**src/rtl/bpu_pkg.sv**
```systemverilog
package bpu_pkg;

  localparam int COLOR_W     = 24;
  localparam int RADIUS_W    = 8;
  localparam int QUEUE_DEPTH = 4;
  localparam int QUEUE_AW    = $clog2(QUEUE_DEPTH);
  localparam int QUEUE_CW    = $clog2(QUEUE_DEPTH + 1);

  // bit positions inside the result tuser
  localparam int TUSER_NEW  = 0;
  localparam int TUSER_DROP = 1;
  localparam int TUSER_W    = 2;

  // one classified pixel on its way from the front to the back
  typedef struct packed {
    logic [COLOR_W-1:0] color;
    logic               cand;   // non-black and inside the circle
    logic               done;   // last pixel of the window
  } pix_t;

  typedef enum logic {
    BK_IDLE,
    BK_SEARCH
  } back_state_t;

endpackage

```
**src/rtl/bpu_ram.sv**
```systemverilog
module bpu_ram #(
  parameter int WIDTH = 24,
  parameter int DEPTH = 64
) (
  input  logic                     clk,
  input  logic                     we,
  input  logic [$clog2(DEPTH)-1:0] waddr,
  input  logic [WIDTH-1:0]         wdata,
  input  logic [$clog2(DEPTH)-1:0] raddr,
  output logic [WIDTH-1:0]         rdata
);

  logic [WIDTH-1:0] mem [DEPTH];

  always_ff @(posedge clk) begin
    if (we) begin
      mem[waddr] <= wdata;
    end
    rdata <= mem[raddr];
  end

endmodule

```
**src/rtl/bpu_front.sv**
```systemverilog
module bpu_front #(
  parameter int MAX_RADIUS = 128
) (
  input  logic                         clk,
  input  logic                         rst,
  input  logic                         cfg_valid,
  output logic                         cfg_ready,
  input  logic [bpu_pkg::RADIUS_W-1:0] cfg_data,
  input  logic                         s_tvalid,
  output logic                         s_tready,
  input  logic [bpu_pkg::COLOR_W-1:0]  s_tdata,
  output logic                         q_push,
  output bpu_pkg::pix_t                q_data,
  input  logic                         q_full
);

  localparam int RW = $clog2(MAX_RADIUS + 1);
  localparam int CW = $clog2(2 * MAX_RADIUS);
  localparam int DW = CW + 1;
  localparam int SW = 2 * DW;

  logic [bpu_pkg::RADIUS_W-1:0] brush_radius;
  logic [CW-1:0]                col, row, col_next, row_next;
  logic [RW-1:0]                r_eff;
  logic [RW:0]                  two_r;
  logic [CW-1:0]                edge_pos, x, y;
  logic signed [DW-1:0]         dx, dy;
  logic signed [SW-1:0]         dx_sq, dy_sq;
  logic [SW-1:0]                rr;
  logic                         at_end, s_acc, cfg_acc, in_circle;

  // stage register between the squares and the compare
  logic                         s1_valid;
  logic [bpu_pkg::COLOR_W-1:0]  s1_color;
  logic [SW-1:0]                s1_dx2, s1_dy2, s1_rr;
  logic                         s1_done;

  assign cfg_ready = 1'b1;
  assign cfg_acc   = cfg_valid && cfg_ready;
  assign q_push    = s1_valid && !q_full;
  assign s_tready  = !s1_valid || q_push;
  assign s_acc     = s_tvalid && s_tready;

  always_comb begin
    if (brush_radius == '0) begin
      r_eff = RW'(1);
    end else if (32'(brush_radius) > 32'(MAX_RADIUS)) begin
      r_eff = RW'(MAX_RADIUS);
    end else begin
      r_eff = RW'(brush_radius);
    end
  end

  assign two_r    = {r_eff, 1'b0};
  assign edge_pos = CW'(two_r - 1'b1);
  assign x        = (col > edge_pos) ? edge_pos : col;
  assign y        = (row > edge_pos) ? edge_pos : row;
  assign dx       = $signed(DW'(x)) - $signed(DW'(r_eff));
  assign dy       = $signed(DW'(y)) - $signed(DW'(r_eff));
  assign dx_sq    = dx * dx;
  assign dy_sq    = dy * dy;
  assign rr       = SW'(r_eff) * SW'(r_eff);
  assign at_end   = (x >= edge_pos) && (y >= edge_pos);

  always_comb begin
    col_next = col;
    row_next = row;
    if (x >= edge_pos) begin
      col_next = '0;
      row_next = at_end ? '0 : CW'(y + 1'b1);
    end else begin
      col_next = CW'(x + 1'b1);
      row_next = y;
    end
  end

  always_ff @(posedge clk) begin
    if (rst) begin
      brush_radius <= bpu_pkg::RADIUS_W'(8);
      col          <= '0;
      row          <= '0;
      s1_valid     <= 1'b0;
    end else begin
      if (cfg_acc) begin
        brush_radius <= cfg_data;
        col          <= '0;
        row          <= '0;
      end else if (s_acc) begin
        col <= col_next;
        row <= row_next;
      end
      if (s_acc) begin
        s1_valid <= 1'b1;
      end else if (q_push) begin
        s1_valid <= 1'b0;
      end
    end
  end

  always_ff @(posedge clk) begin
    if (s_acc) begin
      s1_color <= s_tdata;
      s1_dx2   <= $unsigned(dx_sq);
      s1_dy2   <= $unsigned(dy_sq);
      s1_rr    <= rr;
      s1_done  <= at_end;
    end
  end

  assign in_circle = ({1'b0, s1_dx2} + {1'b0, s1_dy2}) < {1'b0, s1_rr};

  assign q_data.color = s1_color;
  assign q_data.cand  = (s1_color != '0) && in_circle;
  assign q_data.done  = s1_done;

endmodule

```
**src/rtl/bpu_queue.sv**
```systemverilog
module bpu_queue (
  input  logic          clk,
  input  logic          rst,
  input  logic          push,
  input  bpu_pkg::pix_t push_data,
  output logic          full,
  input  logic          pop,
  output bpu_pkg::pix_t pop_data,
  output logic          not_empty
);

  bpu_pkg::pix_t                 slots [bpu_pkg::QUEUE_DEPTH];
  logic [bpu_pkg::QUEUE_AW-1:0]  wr_ptr, rd_ptr;
  logic [bpu_pkg::QUEUE_CW-1:0]  count;

  assign full      = (count == bpu_pkg::QUEUE_CW'(bpu_pkg::QUEUE_DEPTH));
  assign not_empty = (count != '0);
  assign pop_data  = slots[rd_ptr];

  always_ff @(posedge clk) begin
    if (rst) begin
      wr_ptr <= '0;
      rd_ptr <= '0;
      count  <= '0;
    end else begin
      if (push) begin
        wr_ptr <= wr_ptr + 1'b1;
      end
      if (pop) begin
        rd_ptr <= rd_ptr + 1'b1;
      end
      if (push && !pop) begin
        count <= count + 1'b1;
      end else if (pop && !push) begin
        count <= count - 1'b1;
      end
    end
  end

  always_ff @(posedge clk) begin
    if (push) begin
      slots[wr_ptr] <= push_data;
    end
  end

endmodule

```
**src/rtl/bpu_back.sv**
```systemverilog
module bpu_back #(
  parameter int TABLE_DEPTH = 64
) (
  input  logic                          clk,
  input  logic                          rst,
  input  logic                          restart,
  input  logic                          q_valid,
  input  bpu_pkg::pix_t                 q_data,
  output logic                          q_pop,
  output logic                          m_tvalid,
  input  logic                          m_tready,
  output logic [bpu_pkg::COLOR_W-1:0]   m_tdata,
  output logic [bpu_pkg::TUSER_W-1:0]   m_tuser,
  output logic                          m_tlast
);

  localparam int AW = $clog2(TABLE_DEPTH);
  localparam int FW = $clog2(TABLE_DEPTH + 1);

  bpu_pkg::back_state_t         state, state_next;
  logic [FW-1:0]                fill;
  logic [AW-1:0]                k, k_next;
  bpu_pkg::pix_t                work;
  logic                         out_free, load, res_new, res_drop, res_done;
  logic [bpu_pkg::COLOR_W-1:0]  res_color;
  logic [AW-1:0]                raddr;
  logic [bpu_pkg::COLOR_W-1:0]  rdata;
  logic                         hit, last;

  bpu_ram #(
    .WIDTH (bpu_pkg::COLOR_W),
    .DEPTH (TABLE_DEPTH)
  ) u_table (
    .clk   (clk),
    .we    (res_new),
    .waddr (AW'(fill)),
    .wdata (res_color),
    .raddr (raddr),
    .rdata (rdata)
  );

  assign out_free = !m_tvalid || m_tready;
  assign hit      = (rdata == work.color);
  assign last     = ((FW'(k) + FW'(1)) == fill);

  always_comb begin
    state_next = state;
    k_next     = k;
    q_pop      = 1'b0;
    raddr      = '0;
    load       = 1'b0;
    res_new    = 1'b0;
    res_drop   = 1'b0;
    res_done   = work.done;
    res_color  = work.color;
    case (state)
      bpu_pkg::BK_IDLE: begin
        res_done  = q_data.done;
        res_color = q_data.color;
        if (q_valid && out_free) begin
          q_pop = 1'b1;
          if (q_data.cand && fill != '0) begin
            state_next = bpu_pkg::BK_SEARCH;
            k_next     = '0;
          end else begin
            load    = 1'b1;
            res_new = q_data.cand;
          end
        end
      end
      bpu_pkg::BK_SEARCH: begin
        raddr = AW'(k + 1'b1);
        if (hit) begin
          load       = 1'b1;
          state_next = bpu_pkg::BK_IDLE;
        end else if (last) begin
          load       = 1'b1;
          state_next = bpu_pkg::BK_IDLE;
          if (fill < FW'(TABLE_DEPTH)) begin
            res_new = 1'b1;
          end else begin
            res_drop = 1'b1;
          end
        end else begin
          k_next = k + 1'b1;
        end
      end
      default: begin
        state_next = bpu_pkg::BK_IDLE;
      end
    endcase
  end

  always_ff @(posedge clk) begin
    if (rst) begin
      state    <= bpu_pkg::BK_IDLE;
      fill     <= '0;
      m_tvalid <= 1'b0;
    end else begin
      state <= state_next;
      if (restart) begin
        fill <= '0;
      end else if (load && res_done) begin
        fill <= '0;
      end else if (res_new) begin
        fill <= fill + 1'b1;
      end
      if (load) begin
        m_tvalid <= 1'b1;
      end else if (m_tready) begin
        m_tvalid <= 1'b0;
      end
    end
  end

  always_ff @(posedge clk) begin
    k <= k_next;
    if (q_pop) begin
      work <= q_data;
    end
    if (load) begin
      m_tdata                     <= res_new ? (res_color - 1'b1) : '0;
      m_tuser[bpu_pkg::TUSER_NEW]  <= res_new;
      m_tuser[bpu_pkg::TUSER_DROP] <= res_drop;
      m_tlast                     <= res_done;
    end
  end

`ifndef SYNTHESIS
  a_fill_range: assert property (@(posedge clk) disable iff (rst)
    fill <= FW'(TABLE_DEPTH))
    else $error("table fill beyond depth");

  a_search_out_empty: assert property (@(posedge clk) disable iff (rst)
    state == bpu_pkg::BK_SEARCH |-> !m_tvalid)
    else $error("result pending while searching");

  a_search_nonempty: assert property (@(posedge clk) disable iff (rst)
    state == bpu_pkg::BK_SEARCH |-> fill != '0)
    else $error("search over empty table");

  a_new_xor_drop: assert property (@(posedge clk) disable iff (rst)
    m_tvalid |-> !(m_tuser[bpu_pkg::TUSER_NEW] && m_tuser[bpu_pkg::TUSER_DROP]))
    else $error("result both new and dropped");

  a_done_clears: assert property (@(posedge clk) disable iff (rst)
    load && res_done |=> fill == '0)
    else $error("table not cleared after last pixel");
`endif

endmodule

```
**src/rtl/brush_pick_unique_ids_core.sv**
```systemverilog
// Brush pick of unique ids. Pixels of a 2r x 2r id-buffer window arrive in raster
// order on s_*; the block counts column and row itself, keeps pixels with
// (x-r)^2 + (y-r)^2 < r^2, and reports each distinct non-black colour once per
// window as id = colour - 1. One result transaction leaves on m_* for every pixel
// transaction; tlast marks the last pixel of the window, after which the colour
// table and counters clear. A write on cfg_* sets the radius (0 acts as 1, values
// above MAX_RADIUS saturate) and restarts the scan; write it only while idle.
// Rate: the front classifies one pixel per cycle into a four-entry queue while
// the queue is not full. The back answers a pixel that is black, outside the
// circle, or meets an empty table straight from idle; for a candidate it searches
// the table RAM one entry per cycle through its single read port, over up to the n
// colours held, and pops no new pixel until the search ends. No clearing pass
// after reset: only entries below the fill count are ever compared.
module brush_pick_unique_ids_core #(
  parameter int TABLE_DEPTH = 64,   // distinct colours kept per window
  parameter int MAX_RADIUS  = 128   // largest radius honored
) (
  input  logic                         clk,
  input  logic                         rst,
  // radius register write
  input  logic                         cfg_valid,
  output logic                         cfg_ready,
  input  logic [bpu_pkg::RADIUS_W-1:0] cfg_data,    // [7:0] brush_radius
  // pixel stream
  input  logic                         s_tvalid,
  output logic                         s_tready,
  input  logic [bpu_pkg::COLOR_W-1:0]  s_tdata,     // [23:0] color
  // result stream
  output logic                         m_tvalid,
  input  logic                         m_tready,
  output logic [bpu_pkg::COLOR_W-1:0]  m_tdata,     // [23:0] picked_id
  output logic [bpu_pkg::TUSER_W-1:0]  m_tuser,     // [0] new_id_valid, [1] dropped_full
  output logic                         m_tlast      // scan_done
);

  bpu_pkg::pix_t push_data, pop_data;
  logic          push, full, pop, not_empty;

  // front: radius register, window counters, circle test
  bpu_front #(
    .MAX_RADIUS (MAX_RADIUS)
  ) u_front (
    .clk       (clk),
    .rst       (rst),
    .cfg_valid (cfg_valid),
    .cfg_ready (cfg_ready),
    .cfg_data  (cfg_data),
    .s_tvalid  (s_tvalid),
    .s_tready  (s_tready),
    .s_tdata   (s_tdata),
    .q_push    (push),
    .q_data    (push_data),
    .q_full    (full)
  );

  // decouples the per-pixel front from the variable-length table search
  bpu_queue u_queue (
    .clk       (clk),
    .rst       (rst),
    .push      (push),
    .push_data (push_data),
    .full      (full),
    .pop       (pop),
    .pop_data  (pop_data),
    .not_empty (not_empty)
  );

  // back: distinct-colour table lookup/insert and the result register
  bpu_back #(
    .TABLE_DEPTH (TABLE_DEPTH)
  ) u_back (
    .clk      (clk),
    .rst      (rst),
    .restart  (cfg_valid && cfg_ready),
    .q_valid  (not_empty),
    .q_data   (pop_data),
    .q_pop    (pop),
    .m_tvalid (m_tvalid),
    .m_tready (m_tready),
    .m_tdata  (m_tdata),
    .m_tuser  (m_tuser),
    .m_tlast  (m_tlast)
  );

endmodule

```
**config.mk**
```make
export PLATFORM = sky130hd
export DESIGN_NAME = brush_pick_unique_ids_core
export DESIGN_NICKNAME = d
export VERILOG_FILES = /design/src/rtl/bpu_pkg.sv /design/src/rtl/bpu_ram.sv /design/src/rtl/bpu_front.sv /design/src/rtl/bpu_queue.sv /design/src/rtl/bpu_back.sv /design/src/rtl/brush_pick_unique_ids_core.sv
export SDC_FILE = /design/constraint.sdc
export NUM_CORES = 2
export LEC_CHECK = 0
export BUFFER_PORTS_ARGS = -buffer_cell sky130_fd_sc_hd__buf_4
export CORE_UTILIZATION = 40
export DETAILED_ROUTE_END_ITERATION = 8
export SYNTH_ARGS = -nofsm -noshare
export SYNTH_HDL_FRONTEND = slang
export SYNTH_SLANG_ARGS = --single-unit
```
**constraint.sdc**
```tcl
create_clock -name clk -period 12.8 [get_ports clk]
set_input_delay 0 -clock clk [delete_from_list [all_inputs] [get_ports clk]]
set_output_delay 0 -clock clk [all_outputs]
set_load 0.005 [all_outputs]
```
# Word-level counts from Yosys, hierarchy flattened
# Memory sizes are Yosys's and may differ from the RTL's. A register that Yosys moved wholly into a read port is not among the register bits.
# Cells that the tools add are included.
# word_totals
regBits	176
ramBits	1640
output_inout_bits	30
memories	2
# mem_list
name	depth	word_bits	read_ports	rd_ports_with_merged_regs	wr	line	text
u_back.u_table.mem	64	24	1	1	1	bpu_ram.sv:13	logic [WIDTH-1:0] mem [DEPTH];
u_queue.slots	4	26	1	1	1	bpu_queue.sv:12	bpu_pkg::pix_t slots [bpu_pkg::QUEUE_DEPTH];
# op_classes
addsub	14
multipliers	3
magnitude_cmp	7
eq_ne	7
mux	46
n_bitwise	2
n_reduce_logical	27
# ops
cell	count
$mux W8	7
$mul A9 B9 Y18	2
$mux W6	5
$mux W1	25
$eq A24 B24 Y1	1
$mux W24	1
$reduce_bool A24 Y1	1
$sub A24 B1 Y24 const B	1
$add A18 B18 Y19	1
$lt A19 B16 Y1	1
$sub A8 B8 Y9	2
$add A8 B1 Y8 const B	2
$ge A8 B8 Y1	2
$gt A8 B8 Y1	2
$mul A8 B8 Y16	1
$pmux W6 S2	1
$logic_and A1 B1 Y1	9
$gt A8 B8 Y1 const B	1
$logic_not A8 Y1	1
$sub A8 B1 Y8 const B	1
$add A6 B1 Y7 const B	1
$add A7 B1 Y7 const B	1
$eq A7 B7 Y1	1
$lt A7 B7 Y1 const B	1
other kinds (19)	35

# Logic depth before layout (Yosys ltp)
# depth
ltp_word	10
mapped_depth	48
depth_no_buf	45

# By module
# From an unflattened synthesis, not the netlist that was laid out.
# unflattened
cells_unflattened	4430
hier_area_um2	79901.6
# modules_own_cells
mod	instances	cells_each	area_each_um2
bpu_ram	1	2610	59295.6
bpu_front	1	1306	12648.4
bpu_queue	1	180	4227.8
bpu_back	1	333	3723.6
brush_pick_unique_ids_core	1	1	6.3

# Worst setup path after synthesis
# Ideal clock, no wire load.
# synth_timing
path_type	reg2reg
startpoint	register u_front.brush_radius[2] (netlist bit)
endpoint	register u_front.s1_dx2[17] (data pin)
setup_time_ns	0.260
arrival_time_ns	9.774
slack_ns	2.767
path_stages_with_launch	47
n_path_buf	5
cell_sequence	dfxtp_1 clkbuf_1 nor4_1 nor3b_1 o21ai_1 ha_1 clkbuf_1 xnor2_1 ha_1 a21oi_1 nor2_1 nand4_1 a22o_1 clkbuf_1 clkbuf_1 nor2b_1 ha_1 inv_1 [11 not listed] fa_1 inv_1 fa_1 fa_1 inv_1 fa_1 inv_1 ha_1 inv_1 nor2_1 nor2_1 o21bai_1 a21oi_1 o21bai_1 a21oi_1 o21ai_0 o41a_1 xnor2_1
# synth_via
elab_chain_len	8
elab_cells_between_ends	9
classes_between	add/sub: 2; mul: 1; order compare: 2; mux: 3; reduce/logical: 1
# synth_lines
element	line	text
start, declared	bpu_front.sv:22	logic [bpu_pkg::RADIUS_W-1:0] brush_radius;
start signal, assigned	bpu_front.sv:79	brush_radius <= bpu_pkg::RADIUS_W'(8);
start signal, assigned	bpu_front.sv:85	brush_radius <= cfg_data;
$gt A8 B8 Y1	bpu_front.sv:47	end else if (32'(brush_radius) > 32'(MAX_RADIUS)) begin
$mux W8	bpu_front.sv:47	
$mux W8 (*)	bpu_front.sv:45	if (brush_radius == '0) begin
$sub A8 B1 Y8	bpu_front.sv:55	assign edge_pos = CW'(two_r - 1'b1);
$gt A8 B8 Y1	bpu_front.sv:56	assign x = (col > edge_pos) ? edge_pos : col;
$mux W8	bpu_front.sv:56	
$sub A8 B8 Y9 (*)	bpu_front.sv:58	assign dx = $signed(DW'(x)) - $signed(DW'(r_eff));
$mul A9 B9 Y18 (*)	bpu_front.sv:60	assign dx_sq = dx * dx;
net u_front.dx_sq[17]	bpu_front.sv:28	logic signed [SW-1:0] dx_sq, dy_sq;
end signal, assigned	bpu_front.sv:103	s1_dx2 <= $unsigned(dx_sq);
end, declared	bpu_front.sv:35	logic [SW-1:0] s1_dx2, s1_dy2, s1_rr;
# Mark *: on every way through the listed nets, which the timed path passes. The rest lies on a longest branch.
# A chain may end at the register's enable or synchronous reset.

# Final worst setup path
# Same ends and word-level chain as after synthesis.

==> reports/metrics.yaml <==
outcome: "completed"
rsz0062_at_grt: "false"
drc: 0
final_net_count: 5456
slowest_delay_ps: 810
fin_tns_setup_ps: 0
clk_root_buffer_cell: "clkbuf_16"
placed_cell_area_um2: 83700
final_cell_area_um2: 90500
post_cts_resized: 0
rows: 163
cp.required_ps: 13390
path_clk_slew_ps: 60
dp_hpwl_um: 121000
fill_cells: 17100
grt_pass1_wl_um: 301000
hp-class: "in -> reg"
syn2layout_area_growth_pct: 13.9
final_antenna_net_count: 0
drt-initial-drc-count: 4362
criticalPathCategory: "reg -> reg"
grtUsageTotal_pct: 20.5
ys_seq_area_share_pct: 68.6
critPathBufInv: 7
ys_top_cells_by_area: "edfxtp_1 (67%), mux4_2 (7.8%), fa_1 (3.5%)"
min_period_ps: 11090
utilization_pct: 45.8
core_area_um2: 197000
dp_slack_ps: 1850
routed_via_density: 5.56
wl_um: 206000
io_buffers: 65
drive_gt1_share_pct: 16.5
syn_inst: 4858
critPathTopFamily: "compound AO/OA/AOI/OAI gates"
dieArea_um2: 200000
synth_edf_count: 1772
cp.arrival_ps: 11680
synth.cell_area_um2: 79500
clock_path_buffers: 3
worstMarginPinSlew_ps: 1230
cpMostUsedCell: "inv_1"
initial_core_util_pct: 40.3
netlist.area_leader.share_pct: 67.0
h-tree-depth: 4
worstPathMaxFanout: 16
layout_setup_ws_ps: 1710
tritoncts: "yes"
gp_congestion: 0.854
fmaxAchievable_mhz: 90.2
cts_buffers: 188
power.leakage_nw: 30.0
grt_overflow: 0
end_kind: "register"
powerDensity_nw_per_um2: 233
drv_slew: 0
cts.sinks: 1839
antenna_found_initial: 7
worst_path_max_delay_cell: "a21oi_1"
die_h_um: 448
multi_input_area_um2: 23100
setup_violations: 0
grt_max_degree: 171
hold_viol: 0
yosysWarningCount: 0
hold-worst-slack_ps: 106
synth.avg_cell_area_um2: 16.4
cts_setup_buffers: 0
async_flop_share_pct: 0
skew_ps: 54.1
first_global_vias: 44600
io_pins: 67
fin_crit_sh_pct: 86.6
ys.flop_type: "edfxtp_1"
register_area_um2: 54600
ys_ff_latch: 1839
clock_latency_ps: 870
ir_drop_uv: 404
cts-hold-fix-buffers: 85
vias: 43900
first_pass_iters: 7
wl_per_cell_um: 26.1
maxCapViolations: 0
synth_cell_types: 79
relSlewSlack_pct: 17.4
critPathLaunchType: "register"
yosysTopAreaCell: "edfxtp_1"
die_w_um: 448
==> state kept, by name, indices dropped and copies added (netlist names), 2 cells and up, named ones only <==
signal / cells
u_back.u_table.rdata: 24
u_back.work: 25
u_back.u_table.mem: 1536
u_front.s1_dy2: 17
u_front.s1_dx2: 17
u_front.s1_color: 24
u_back.k: 6
u_front.row: 8
u_back.fill: 7
u_front.s1_rr: 15
u_queue.slots: 104
u_front.col: 8
u_back.m_tdata: 24
u_queue.wr_ptr: 2
u_queue.count: 3
u_queue.rd_ptr: 2
u_back.m_tuser: 2
u_front.brush_radius: 8
==> layout by cell type (no fill, tap or decap), types with 28 or more instances in the layout <==
cell           count
a21oi_1          176
clkbuf_1          56
edfxtp_1        1772
o211ai_1          42
nor2_1           172
mux2i_1          104
a211oi_1          42
xor2_1            54
o221ai_1         139
clkinv_1          43
ha_1             189
nor2_2            63
buf_4            204
clkinv_2          31
dlygate4sd3_1     85
o21ai_0          251
nor3_1            28
fa_1             140
nand2_1          261
clkbuf_16        190
inv_1            272
dfxtp_1           65
nand3_1           91
a311oi_1          57
xnor2_1           99
mux4_2           275
==> worst reg2reg max path: cells and delay by family, from the launching register on <==
family,cells,cell delay (ps)
fa+ha+maj,10,3850
simple gates,10,1840
buf+inv,7,730
xor+xnor,1,130
flops,1,380
compound gates,15,3870
==> through the flow <==
step	total power [mW]	instances
2_1_floorplan	13.5	4869
3_3_place_gp	15.7	7455
3_5_place_dp	15.9	7455
4_1_cts	21.3	7889
5_1_grt	22.3	7891
6_report	21.1	7891
==> power breakdown <==
group	leakage (nW)	total (mW)	internal [mW]	switching [mW]
Combinational	10.5	7.58	3.03	4.55
Sequential	16.6	8.16	7.99	0.169
Clock	2.89	5.31	2.98	2.33
Total	30.0	21.1	14.0	7.05
==> metal layers <==
metal  share of wire, %  track usage [%]  vias to the layer above
met5                  0                0                        -
met4                4.0             8.52                        0
met3                6.1             2.80                      295
met2                 47             32.9                     1512
met1                 42             28.2                    22800
li1                   -                -                    19300
==> final timing paths <==
path	startpoint	to	slack, ps	cells after the start
min reg2reg	u_front.row[6]$_SDFFE_PP0P_	u_front.row[6]$_SDFFE_PP0P_	460	2
max	u_front.brush_radius[2]$_SDFFE_PP0P_	u_front.s1_dx2[17]$_DFFE_PP_	1710	43
min	rst	u_queue.count[0]$_SDFFE_PP0P_	110	3
max reg2reg	u_front.brush_radius[2]$_SDFFE_PP0P_	u_front.s1_dx2[17]$_DFFE_PP_	1710	43
==> cells in the mapped netlist, types with 18 or more instances <==
cell         n
a211oi_1    42
a21oi_1    176
a311oi_1    57
buf_1       60
clkbuf_1   186
dfxtp_1     67
edfxtp_1  1772
fa_1       140
ha_1       189
inv_1      282
mux2_2      19
mux2i_1    104
mux4_2     275
nand2_1    266
nand3_1     91
nor2_1     236
nor2b_1     22
nor3_1      29
nor4_1      19
o211ai_1    42
o21ai_0    251
o21bai_1    18
o221ai_1   139
o22ai_1     22
xnor2_1    100
xor2_1      55
==> final cells by class <==
class / count / share of cell area (%)
flip-flops and latches: 1839 / 60.3
multi-input cells: 2477 / 25.5
clock buffers: 250 / 5.55
well taps: 2640 / 3.65
repair buffers: 293 / 2.72
inverters: 291 / 1.23
clock inverters: 99 / 1.04
diodes: 2 / 0.00553
==> cells by family after synthesis <==
group,count (synthesis),synth area share [%]
adder cells (fa/ha/maj),332,6.54
AND/OR/NAND/NOR,746,4.16
XOR/XNOR,156,1.74
multiplexers,399,9.39
AO/OA/AOI/OAI,831,6.85
buffers and inverters,553,2.66
flip-flops,1839,68.6
other,2,0.00945
Power figures use the tool's default switching activity.
